**src/rtl/sfc_pkg.sv**
```systemverilog
package sfc_pkg;

  localparam int CMD_W    = 3;
  localparam int BYTE_W   = 8;
  localparam int WAIT_W   = 19;
  localparam int KIND_W   = 3;
  localparam int LEN_W    = 7;
  localparam int RELOAD_W = 16;

  localparam int RX_MAX_DEF = 64;
  localparam logic [RELOAD_W-1:0] IDLE_RELOAD_RST = 16'd500;

  // SLIP special bytes
  localparam logic [BYTE_W-1:0] B_END     = 8'hC0;
  localparam logic [BYTE_W-1:0] B_ESC     = 8'hDB;
  localparam logic [BYTE_W-1:0] B_ESC_END = 8'hDC;
  localparam logic [BYTE_W-1:0] B_ESC_ESC = 8'hDD;

  typedef enum logic [CMD_W-1:0] {
    CMD_SEND_BYTE = 3'd0,
    CMD_SEND_END  = 3'd1,
    CMD_RX_START  = 3'd2,
    CMD_RX_BYTE   = 3'd3,
    CMD_TICK      = 3'd4
  } cmd_t;

  typedef enum logic [KIND_W-1:0] {
    K_TX      = 3'd0,
    K_RXDATA  = 3'd1,
    K_DONE    = 3'd2,
    K_BADESC  = 3'd3,
    K_TIMEOUT = 3'd4
  } kind_t;

  typedef struct packed {
    kind_t              kind;
    logic [BYTE_W-1:0]  out_byte;
    logic [LEN_W-1:0]   rx_count;
    logic               last;
  } result_t;

  // up to two results produced by one item
  typedef struct packed {
    logic [1:0] cnt;
    result_t    r0;
    result_t    r1;
  } push_t;

endpackage

```
**src/rtl/sfc_if.sv**
```systemverilog
interface sfc_in_if;
  logic                          valid;
  logic                          ready;
  logic [sfc_pkg::CMD_W-1:0]     cmd;
  logic [sfc_pkg::BYTE_W-1:0]    data_byte;
  logic [sfc_pkg::WAIT_W-1:0]    wait_ticks;

  modport source (output valid, cmd, data_byte, wait_ticks, input ready);
  modport sink (input valid, cmd, data_byte, wait_ticks, output ready);
endinterface

interface sfc_out_if;
  logic                          valid;
  logic                          ready;
  logic [sfc_pkg::KIND_W-1:0]    kind;
  logic [sfc_pkg::BYTE_W-1:0]    out_byte;
  logic [sfc_pkg::LEN_W-1:0]     rx_count;
  logic                          last;

  modport source (output valid, kind, out_byte, rx_count, last, input ready);
  modport sink (input valid, kind, out_byte, rx_count, last, output ready);
endinterface

```
**src/rtl/sfc_core.sv**
```systemverilog
module sfc_core #(
  parameter int RX_MAX = sfc_pkg::RX_MAX_DEF
) (
  input  logic                           clk,
  input  logic                           rst,
  input  logic                           cfg_we,
  input  logic [sfc_pkg::RELOAD_W-1:0]   cfg_wdata,
  sfc_in_if.sink                         in_ch,
  input  logic                           room,
  output sfc_pkg::push_t                 push
);
  import sfc_pkg::*;

  localparam int LEN_CAP_I = (RX_MAX > 127) ? 127 : RX_MAX;
  localparam logic [LEN_W-1:0] LEN_CAP = LEN_W'(LEN_CAP_I);

  logic                held;
  cmd_t                h_cmd;
  logic [BYTE_W-1:0]   h_byte;
  logic [WAIT_W-1:0]   h_wait;
  logic                fire;

  logic [RELOAD_W-1:0] idle_reload;
  logic                escape_pending, escape_pending_next;
  logic                rx_active, rx_active_next;
  logic [WAIT_W-1:0]   wait_count, wait_count_next;
  logic [LEN_W-1:0]    rx_length, rx_length_next;

  logic                v0, v1;
  kind_t               k0, k1;
  logic [BYTE_W-1:0]   b0, b1;
  logic [LEN_W-1:0]    len_bump;
  logic [WAIT_W-1:0]   wait_dec;

  assign in_ch.ready = !held || room;
  assign fire        = held && room;

  always_ff @(posedge clk) begin
    if (rst) begin
      held <= 1'b0;
    end else if (in_ch.ready) begin
      held <= in_ch.valid;
    end
    if (in_ch.valid && in_ch.ready) begin
      h_cmd  <= cmd_t'(in_ch.cmd);
      h_byte <= in_ch.data_byte;
      h_wait <= in_ch.wait_ticks;
    end
  end

  always_ff @(posedge clk) begin
    if (rst) begin
      idle_reload    <= IDLE_RELOAD_RST;
      escape_pending <= 1'b0;
      rx_active      <= 1'b0;
      wait_count     <= '0;
      rx_length      <= '0;
    end else begin
      if (cfg_we) begin
        idle_reload <= cfg_wdata;
      end
      if (fire) begin
        escape_pending <= escape_pending_next;
        rx_active      <= rx_active_next;
        wait_count     <= wait_count_next;
        rx_length      <= rx_length_next;
      end
    end
  end

  assign len_bump = (rx_length < LEN_CAP) ? rx_length + LEN_W'(1) : rx_length;
  assign wait_dec = (wait_count != '0) ? wait_count - WAIT_W'(1) : wait_count;

  always_comb begin
    escape_pending_next = escape_pending;
    rx_active_next      = rx_active;
    wait_count_next     = wait_count;
    rx_length_next      = rx_length;
    v0 = 1'b0;
    v1 = 1'b0;
    k0 = K_TX;
    k1 = K_TX;
    b0 = '0;
    b1 = '0;
    case (h_cmd)
      CMD_SEND_BYTE: begin
        v0 = 1'b1;
        if (h_byte == B_END || h_byte == B_ESC) begin
          v1 = 1'b1;
          b0 = B_ESC;
          b1 = (h_byte == B_END) ? B_ESC_END : B_ESC_ESC;
        end else begin
          b0 = h_byte;
        end
      end
      CMD_SEND_END: begin
        v0 = 1'b1;
        b0 = B_END;
      end
      CMD_RX_START: begin
        escape_pending_next = 1'b0;
        rx_length_next      = '0;
        wait_count_next     = h_wait;
        rx_active_next      = (h_wait != '0);
        if (h_wait == '0) begin
          v0 = 1'b1;
          k0 = K_TIMEOUT;
        end
      end
      CMD_RX_BYTE: begin
        if (rx_active) begin
          wait_count_next = WAIT_W'(idle_reload);
          if (escape_pending) begin
            escape_pending_next = 1'b0;
            v0 = 1'b1;
            if (h_byte == B_ESC_ESC || h_byte == B_ESC_END) begin
              rx_length_next = len_bump;
              k0 = K_RXDATA;
              b0 = (h_byte == B_ESC_ESC) ? B_ESC : B_END;
            end else begin
              rx_active_next = 1'b0;
              k0 = K_BADESC;
              b0 = h_byte;
            end
          end else if (h_byte == B_END) begin
            rx_length_next = len_bump;
            rx_active_next = 1'b0;
            v0 = 1'b1;
            k0 = K_DONE;
            b0 = B_END;
          end else if (h_byte == B_ESC) begin
            escape_pending_next = 1'b1;
          end else begin
            rx_length_next = len_bump;
            v0 = 1'b1;
            k0 = K_RXDATA;
            b0 = h_byte;
          end
          // frame still open with a zero reload times out right away
          if (rx_active_next && idle_reload == '0) begin
            rx_active_next      = 1'b0;
            escape_pending_next = 1'b0;
            if (v0) begin
              v1 = 1'b1;
              k1 = K_TIMEOUT;
            end else begin
              v0 = 1'b1;
              k0 = K_TIMEOUT;
            end
          end
        end
      end
      CMD_TICK: begin
        if (rx_active) begin
          wait_count_next = wait_dec;
          if (wait_dec == '0) begin
            rx_active_next      = 1'b0;
            escape_pending_next = 1'b0;
            v0 = 1'b1;
            k0 = K_TIMEOUT;
          end
        end
      end
      default: begin
      end
    endcase
  end

  always_comb begin
    push.cnt         = fire ? {v1, v0 & !v1} : 2'd0;
    push.r0.kind     = k0;
    push.r0.out_byte = b0;
    push.r0.rx_count = rx_length_next;
    push.r0.last     = !v1;
    push.r1.kind     = k1;
    push.r1.out_byte = b1;
    push.r1.rx_count = rx_length_next;
    push.r1.last     = 1'b1;
  end

endmodule

```
**src/rtl/sfc_resq.sv**
```systemverilog
module sfc_resq (
  input  logic           clk,
  input  logic           rst,
  input  sfc_pkg::push_t push,
  output logic           room,
  sfc_out_if.source      out_ch
);
  import sfc_pkg::*;

  result_t    mem [4];
  logic [1:0] wp, rp;
  logic [2:0] count;
  logic       pop;
  result_t    head;

  assign pop  = out_ch.valid && out_ch.ready;
  assign room = (count <= 3'd2);
  assign head = mem[rp];

  assign out_ch.valid    = (count != 3'd0);
  assign out_ch.kind     = head.kind;
  assign out_ch.out_byte = head.out_byte;
  assign out_ch.rx_count = head.rx_count;
  assign out_ch.last     = head.last;

  always_ff @(posedge clk) begin
    if (rst) begin
      wp    <= '0;
      rp    <= '0;
      count <= '0;
    end else begin
      wp    <= wp + push.cnt;
      rp    <= rp + {1'b0, pop};
      count <= count + {1'b0, push.cnt} - {2'b0, pop};
    end
    if (push.cnt != 2'd0) begin
      mem[wp] <= push.r0;
    end
    if (push.cnt == 2'd2) begin
      mem[wp + 2'd1] <= push.r1;
    end
  end

endmodule

```
**src/rtl/slip_frame_codec.sv**
```systemverilog
// Datapath: the first result of an item passes the input register, then the
// result queue, before it is offered on out_ch.
// Throughput: one item per cycle while the result queue has room; an item
// giving two results (escaped byte, byte plus timeout) holds the single output port for both.
// Reset (rst, synchronous): receiver idle, counters cleared, idle_reload = 500.
module slip_frame_codec #(
  parameter int RX_MAX = sfc_pkg::RX_MAX_DEF
) (
  input  logic                          clk,
  input  logic                          rst,
  input  logic                          cfg_we,
  input  logic [sfc_pkg::RELOAD_W-1:0]  cfg_wdata,
  sfc_in_if.sink                        in_ch,
  sfc_out_if.source                     out_ch
);
  import sfc_pkg::*;

  push_t push;
  logic  room;

  sfc_core #(
    .RX_MAX(RX_MAX)
  ) u_core (
    .clk      (clk),
    .rst      (rst),
    .cfg_we   (cfg_we),
    .cfg_wdata(cfg_wdata),
    .in_ch    (in_ch),
    .room     (room),
    .push     (push)
  );

  sfc_resq u_resq (
    .clk   (clk),
    .rst   (rst),
    .push  (push),
    .room  (room),
    .out_ch(out_ch)
  );

`ifndef SYNTHESIS
  a_push_cnt: assert property (@(posedge clk) disable iff (rst)
    push.cnt != 2'd3)
    else $error("more than two results pushed for one item");

  a_no_push_when_full: assert property (@(posedge clk) disable iff (rst)
    !room |-> push.cnt == 2'd0)
    else $error("results pushed with no queue room");

  a_timeout_last: assert property (@(posedge clk) disable iff (rst)
    out_ch.valid && out_ch.kind == K_TIMEOUT |-> out_ch.last && out_ch.out_byte == '0)
    else $error("timeout result is not final");

  a_reset_empty: assert property (@(posedge clk)
    rst |=> !out_ch.valid)
    else $error("output valid right after reset");
`endif

endmodule
```
**src/flat_wrapper.sv**
```systemverilog
// flat-port wrapper written by rule: the top's interface ports become plain ports
module slip_frame_codec_flat import sfc_pkg::*;
#(
  parameter int RX_MAX = sfc_pkg::RX_MAX_DEF
)
  (clk, rst, cfg_we, cfg_wdata, in_ch_valid, in_ch_cmd, in_ch_data_byte, in_ch_wait_ticks, in_ch_ready, out_ch_valid, out_ch_kind, out_ch_out_byte, out_ch_rx_count, out_ch_last, out_ch_ready);
  sfc_in_if in_ch_i ();
  sfc_out_if out_ch_i ();
  input  logic clk;
  input  logic rst;
  input  logic cfg_we;
  input  logic [sfc_pkg::RELOAD_W-1:0] cfg_wdata;
  input wire logic [$bits(in_ch_i.valid)-1:0] in_ch_valid;
  input wire logic [$bits(in_ch_i.cmd)-1:0] in_ch_cmd;
  input wire logic [$bits(in_ch_i.data_byte)-1:0] in_ch_data_byte;
  input wire logic [$bits(in_ch_i.wait_ticks)-1:0] in_ch_wait_ticks;
  output wire logic [$bits(in_ch_i.ready)-1:0] in_ch_ready;
  output wire logic [$bits(out_ch_i.valid)-1:0] out_ch_valid;
  output wire logic [$bits(out_ch_i.kind)-1:0] out_ch_kind;
  output wire logic [$bits(out_ch_i.out_byte)-1:0] out_ch_out_byte;
  output wire logic [$bits(out_ch_i.rx_count)-1:0] out_ch_rx_count;
  output wire logic [$bits(out_ch_i.last)-1:0] out_ch_last;
  input wire logic [$bits(out_ch_i.ready)-1:0] out_ch_ready;
  assign in_ch_i.valid = in_ch_valid;
  assign in_ch_i.cmd = in_ch_cmd;
  assign in_ch_i.data_byte = in_ch_data_byte;
  assign in_ch_i.wait_ticks = in_ch_wait_ticks;
  assign in_ch_ready = in_ch_i.ready;
  assign out_ch_valid = out_ch_i.valid;
  assign out_ch_kind = out_ch_i.kind;
  assign out_ch_out_byte = out_ch_i.out_byte;
  assign out_ch_rx_count = out_ch_i.rx_count;
  assign out_ch_last = out_ch_i.last;
  assign out_ch_i.ready = out_ch_ready;
  slip_frame_codec #(.RX_MAX(RX_MAX)) u_core (.clk(clk), .rst(rst), .cfg_we(cfg_we), .cfg_wdata(cfg_wdata), .in_ch(in_ch_i), .out_ch(out_ch_i));
endmodule
```
**config.mk**
```make
export PLATFORM = sky130hd
export DESIGN_NAME = slip_frame_codec_flat
export DESIGN_NICKNAME = d
export VERILOG_FILES = /design/src/rtl/sfc_pkg.sv /design/src/rtl/sfc_if.sv /design/src/rtl/sfc_core.sv /design/src/rtl/sfc_resq.sv /design/src/rtl/slip_frame_codec.sv /design/src/flat_wrapper.sv
export SDC_FILE = /design/constraint.sdc
export NUM_CORES = 1
export LEC_CHECK = 0
export ABC_AREA = 1
export BUFFER_PORTS_ARGS = -buffer_cell sky130_fd_sc_hd__buf_2
export CAP_MARGIN = 30
export CELL_PAD_IN_SITES_DETAIL_PLACEMENT = 1
export CELL_PAD_IN_SITES_GLOBAL_PLACEMENT = 2
export CORE_MARGIN = 4
export CORE_UTILIZATION = 39
export DETAILED_ROUTE_END_ITERATION = 6
export PLACE_DENSITY = 0.86
export SLEW_MARGIN = 15
export SYNTH_ARGS = -nofsm -noshare
export SYNTH_HDL_FRONTEND = slang
export SYNTH_SLANG_ARGS = --single-unit
export TNS_END_PERCENT = 10
```
**constraint.sdc**
```tcl
create_clock -name clk -period 6.9 [get_ports clk]
set_input_delay 1.38 -clock clk [delete_from_list [all_inputs] [get_ports clk]]
set_output_delay 1.38 -clock clk [all_outputs]
set_load 0.05 [all_outputs]
```
==> run metrics <==
outcome=finished clean; ANT cells=0; GPL Wtd Cong=0.835; Worst R2R Start=u_core.u_core.wait_count[0]$_SDFFE_PP0P_; R2R Setup Slk=3070 ps; Unique masters post-synth=42; final worst slack=3010 ps; RSZ-0062 raised after global routing=false; Design Power=0.00322 W; cell area after layout=9230 um2; Pleak=3.82 nW; WP data required=5520 ps; vias in the first global route=7290; maximum VDD drop=0.174 mV; top post-synthesis cells by count=nand2_1 (156), nor2_1 (142), inv_1 (101); setup-violating endpoint count in the final report=0; worst reg-to-reg path cell count=16; post-layout min period=3890 ps; Worst setup SP type=flop; critical path peak fanout=22; Post-synth ARST share=0; fmax=257 MHz; CTS Buffer Depth=2; Post-Syn Nets=1045; Sequential Power Share=0.358; Int Pwr=0.00189 W; Die ar.=23000 um2; fraction of layout cells with a size suffix above 1=0.143; Die W=152 um; worst slack, placed=3110 ps; Clock Tree Root=clkbuf_16; Yosys warning total=0; Sw Pwr=0.00132 W; Placed Area=8650 um2; number of flops mapped to enable cells by yosys=86; register area share after synthesis=0.499; WHS Endpoint=u_core.u_resq.mem[3][17]$_SDFFE_PP0N_; DRT Pass-1 Iters=5; number of buffers created by CTS=17; Top FF cell, synth=edfxtp_1; Synth Cell Area=8070 um2; Starting Density=0.397; Switching Fraction=0.412; gr usage total=0.219; syn_area_per_cell=8.18 um2; WS Path Type=reg2out; clock-pin transition on the worst setup and hold timing paths=70 ps; drc violations=0; worst-margin pin slew=887 ps; Hold Path Origin=u_core.u_resq.mem[3][17]$_SDFFE_PP0N_; Syn Inst Count=986; Row Count=52; CTS resizes=0; crit path DAT=2510 ps; grt ovf=0; reg2reg end=u_core.u_resq.mem[2][18]$_DFFE_PP_; Slew Viols, Final=0; largest net degree at the start of global routing=37; Final Hold Vio Count=0; initial antenna violation count=0; first-pass GRT wire length=40600 um; #FFs+latches synth=158; Pwr Density=349 nW/um2; Post-DRT Antenna Nets=0; Core Region=20300 um2; share of the synthesized area in the top cell type=0.320; Layout Area Growth over Synthesis=14.4%; hold crit path type=reg2reg; worst hold stages=2; Layout Cells excl Fill=1322; Final nets=1098; post-DP HPWL=18400 um; routed len/inst=18.8 um; Post-CTS Setup Bufs=0; die height=152 um; CTS tree=done; initial DRC count=429; Clock Skew=13.0 ps; clk sink count=158; ranking of synthesized cells by area=edfxtp_1 (32%), dfxtp_1 (18%), nand2_1 (7.3%), nor2_1 (6.6%), o21ai_0 (5.7%); Port Buffer Count=71; Max Cap Viol=0; TNS Setup=0 ps; via-per-instance ratio=5.34; IO Count=72; total routed wirelength=24900 um; fin crit share=0.564; cts hold-fix bufs=0; CTS H-tree lvls=4; routed vias=7054; worst skew pair latency=440 ps; most frequent cell after synthesis=nand2_1; Max-slew headroom=0.407; part of the power in combinational logic=0.352; CP endpoint kind=primary output; placed instance count=1290; largest area contributor in the netlist=edfxtp_1; power share of the clock group=0.290
-- sequential cells by signal (all words and copies together) (netlist names) --
| signal | cells |
|---|---|
| u_core.u_core.wait_count | 19 |
| u_core.u_resq.mem | 76 |
| u_core.u_resq.wp | 2 |
| u_core.u_core.rx_active | 1 |
| u_core.u_core.held | 1 |
| u_core.u_core.rx_length | 7 |
| u_core.u_resq.count | 3 |
| u_core.u_core.idle_reload | 16 |
| u_core.u_resq.rp | 2 |
| u_core.u_core.h_cmd | 3 |
| u_core.u_core.h_byte | 8 |
| u_core.u_core.h_wait | 19 |
| u_core.u_core.escape_pending | 1 |
-- final cells by class --
cell class / count / area (um2)
fill: 2492 / 11100
sequential: 158 / 4020
multi-input combinational: 676 / 3450
clock buffer: 18 / 439
timing repair buffer: 77 / 428
inverter: 109 / 409
tap: 270 / 338
clock inverter: 14 / 134
-- per-stage QoR --
step / utilization / hold slack, ps
floorplan: - / 441
global placement: 0.424 / 462
detailed placement: 0.426 / 462
CTS: 0.455 / 483
global route: 0.455 / 523
finish: 0.455 / 479
-- how the worst max path moves through the flow --
stage                     depth (start not counted)  slack, ps                                      from                                 end
after global routing                             16       2700  u_core.u_core.wait_count[0]$_SDFFE_PP0P_  u_core.u_resq.mem[2][11]$_DFFE_PP_
after global placement                           16       3230  u_core.u_core.wait_count[0]$_SDFFE_PP0P_   u_core.u_resq.mem[2][1]$_DFFE_PP_
after floorplan                                   5       3530            u_core.u_resq.rp[0]$_SDFF_PP0_                      out_ch_kind[1]
final                                             4       3010            u_core.u_resq.rp[1]$_SDFF_PP0_                         out_ch_last
after CTS                                         5       2980            u_core.u_resq.rp[1]$_SDFF_PP0_                  out_ch_out_byte[1]
after detailed placement                         16       3110  u_core.u_core.wait_count[0]$_SDFFE_PP0P_  u_core.u_resq.mem[2][10]$_DFFE_PP_
-- power by group through the flow --
| stage | combinational (W) | sequential (W) | clock (W) |
|---|---|---|---|
| 2_1_floorplan | 0.000864 | 0.00114 | 0 |
| 3_3_place_gp | 0.00111 | 0.00117 | 0 |
| 3_5_place_dp | 0.00114 | 0.00117 | 0 |
| 4_1_cts | 0.00115 | 0.00115 | 0.000945 |
| 5_1_grt | 0.00127 | 0.00116 | 0.000989 |
| 6_report | 0.00113 | 0.00115 | 0.000932 |
-- metal layers --
layer	global-route usage	wire, um	vias to the layer above
li1	-	-	3483
met1	0.279	10800	3406
met2	0.385	12800	139
met3	0.0350	867	26
met4	0.0646	445	0
met5	0	0	-
-- cells in the final DEF (no fill, tap or decap), types with 7 or more instances in the layout --
| master | count |
|---|---|
| buf_2 | 71 |
| o21ai_0 | 92 |
| ha_1 | 7 |
| inv_1 | 101 |
| o22ai_1 | 22 |
| a21oi_1 | 65 |
| nand2_2 | 8 |
| o21ai_1 | 17 |
| dfxtp_1 | 72 |
| nand4_1 | 9 |
| nor2_1 | 142 |
| clkbuf_16 | 17 |
| nand2_1 | 156 |
| or2_2 | 10 |
| nor4_1 | 10 |
| nand3_1 | 57 |
| a221oi_1 | 30 |
| edfxtp_1 | 86 |
| nor3_1 | 9 |
-- cell families after synthesis --
family	after synthesis	synth area share
buffers and inverters	152	0.0760
and+or+nand+nor	421	0.234
xor gates and xnor gates	8	0.00869
AOI/OAI and AO/OA	239	0.169
adders and majority gates	8	0.0133
DFF	158	0.499
-- critical path, cell delays in order (launching register included) --
cell	delay, ps
dfxtp_1	530
inv_1	660
o21ai_0	260
o22ai_1	280
buf_2	320
(Power assumes the default switching activity.)
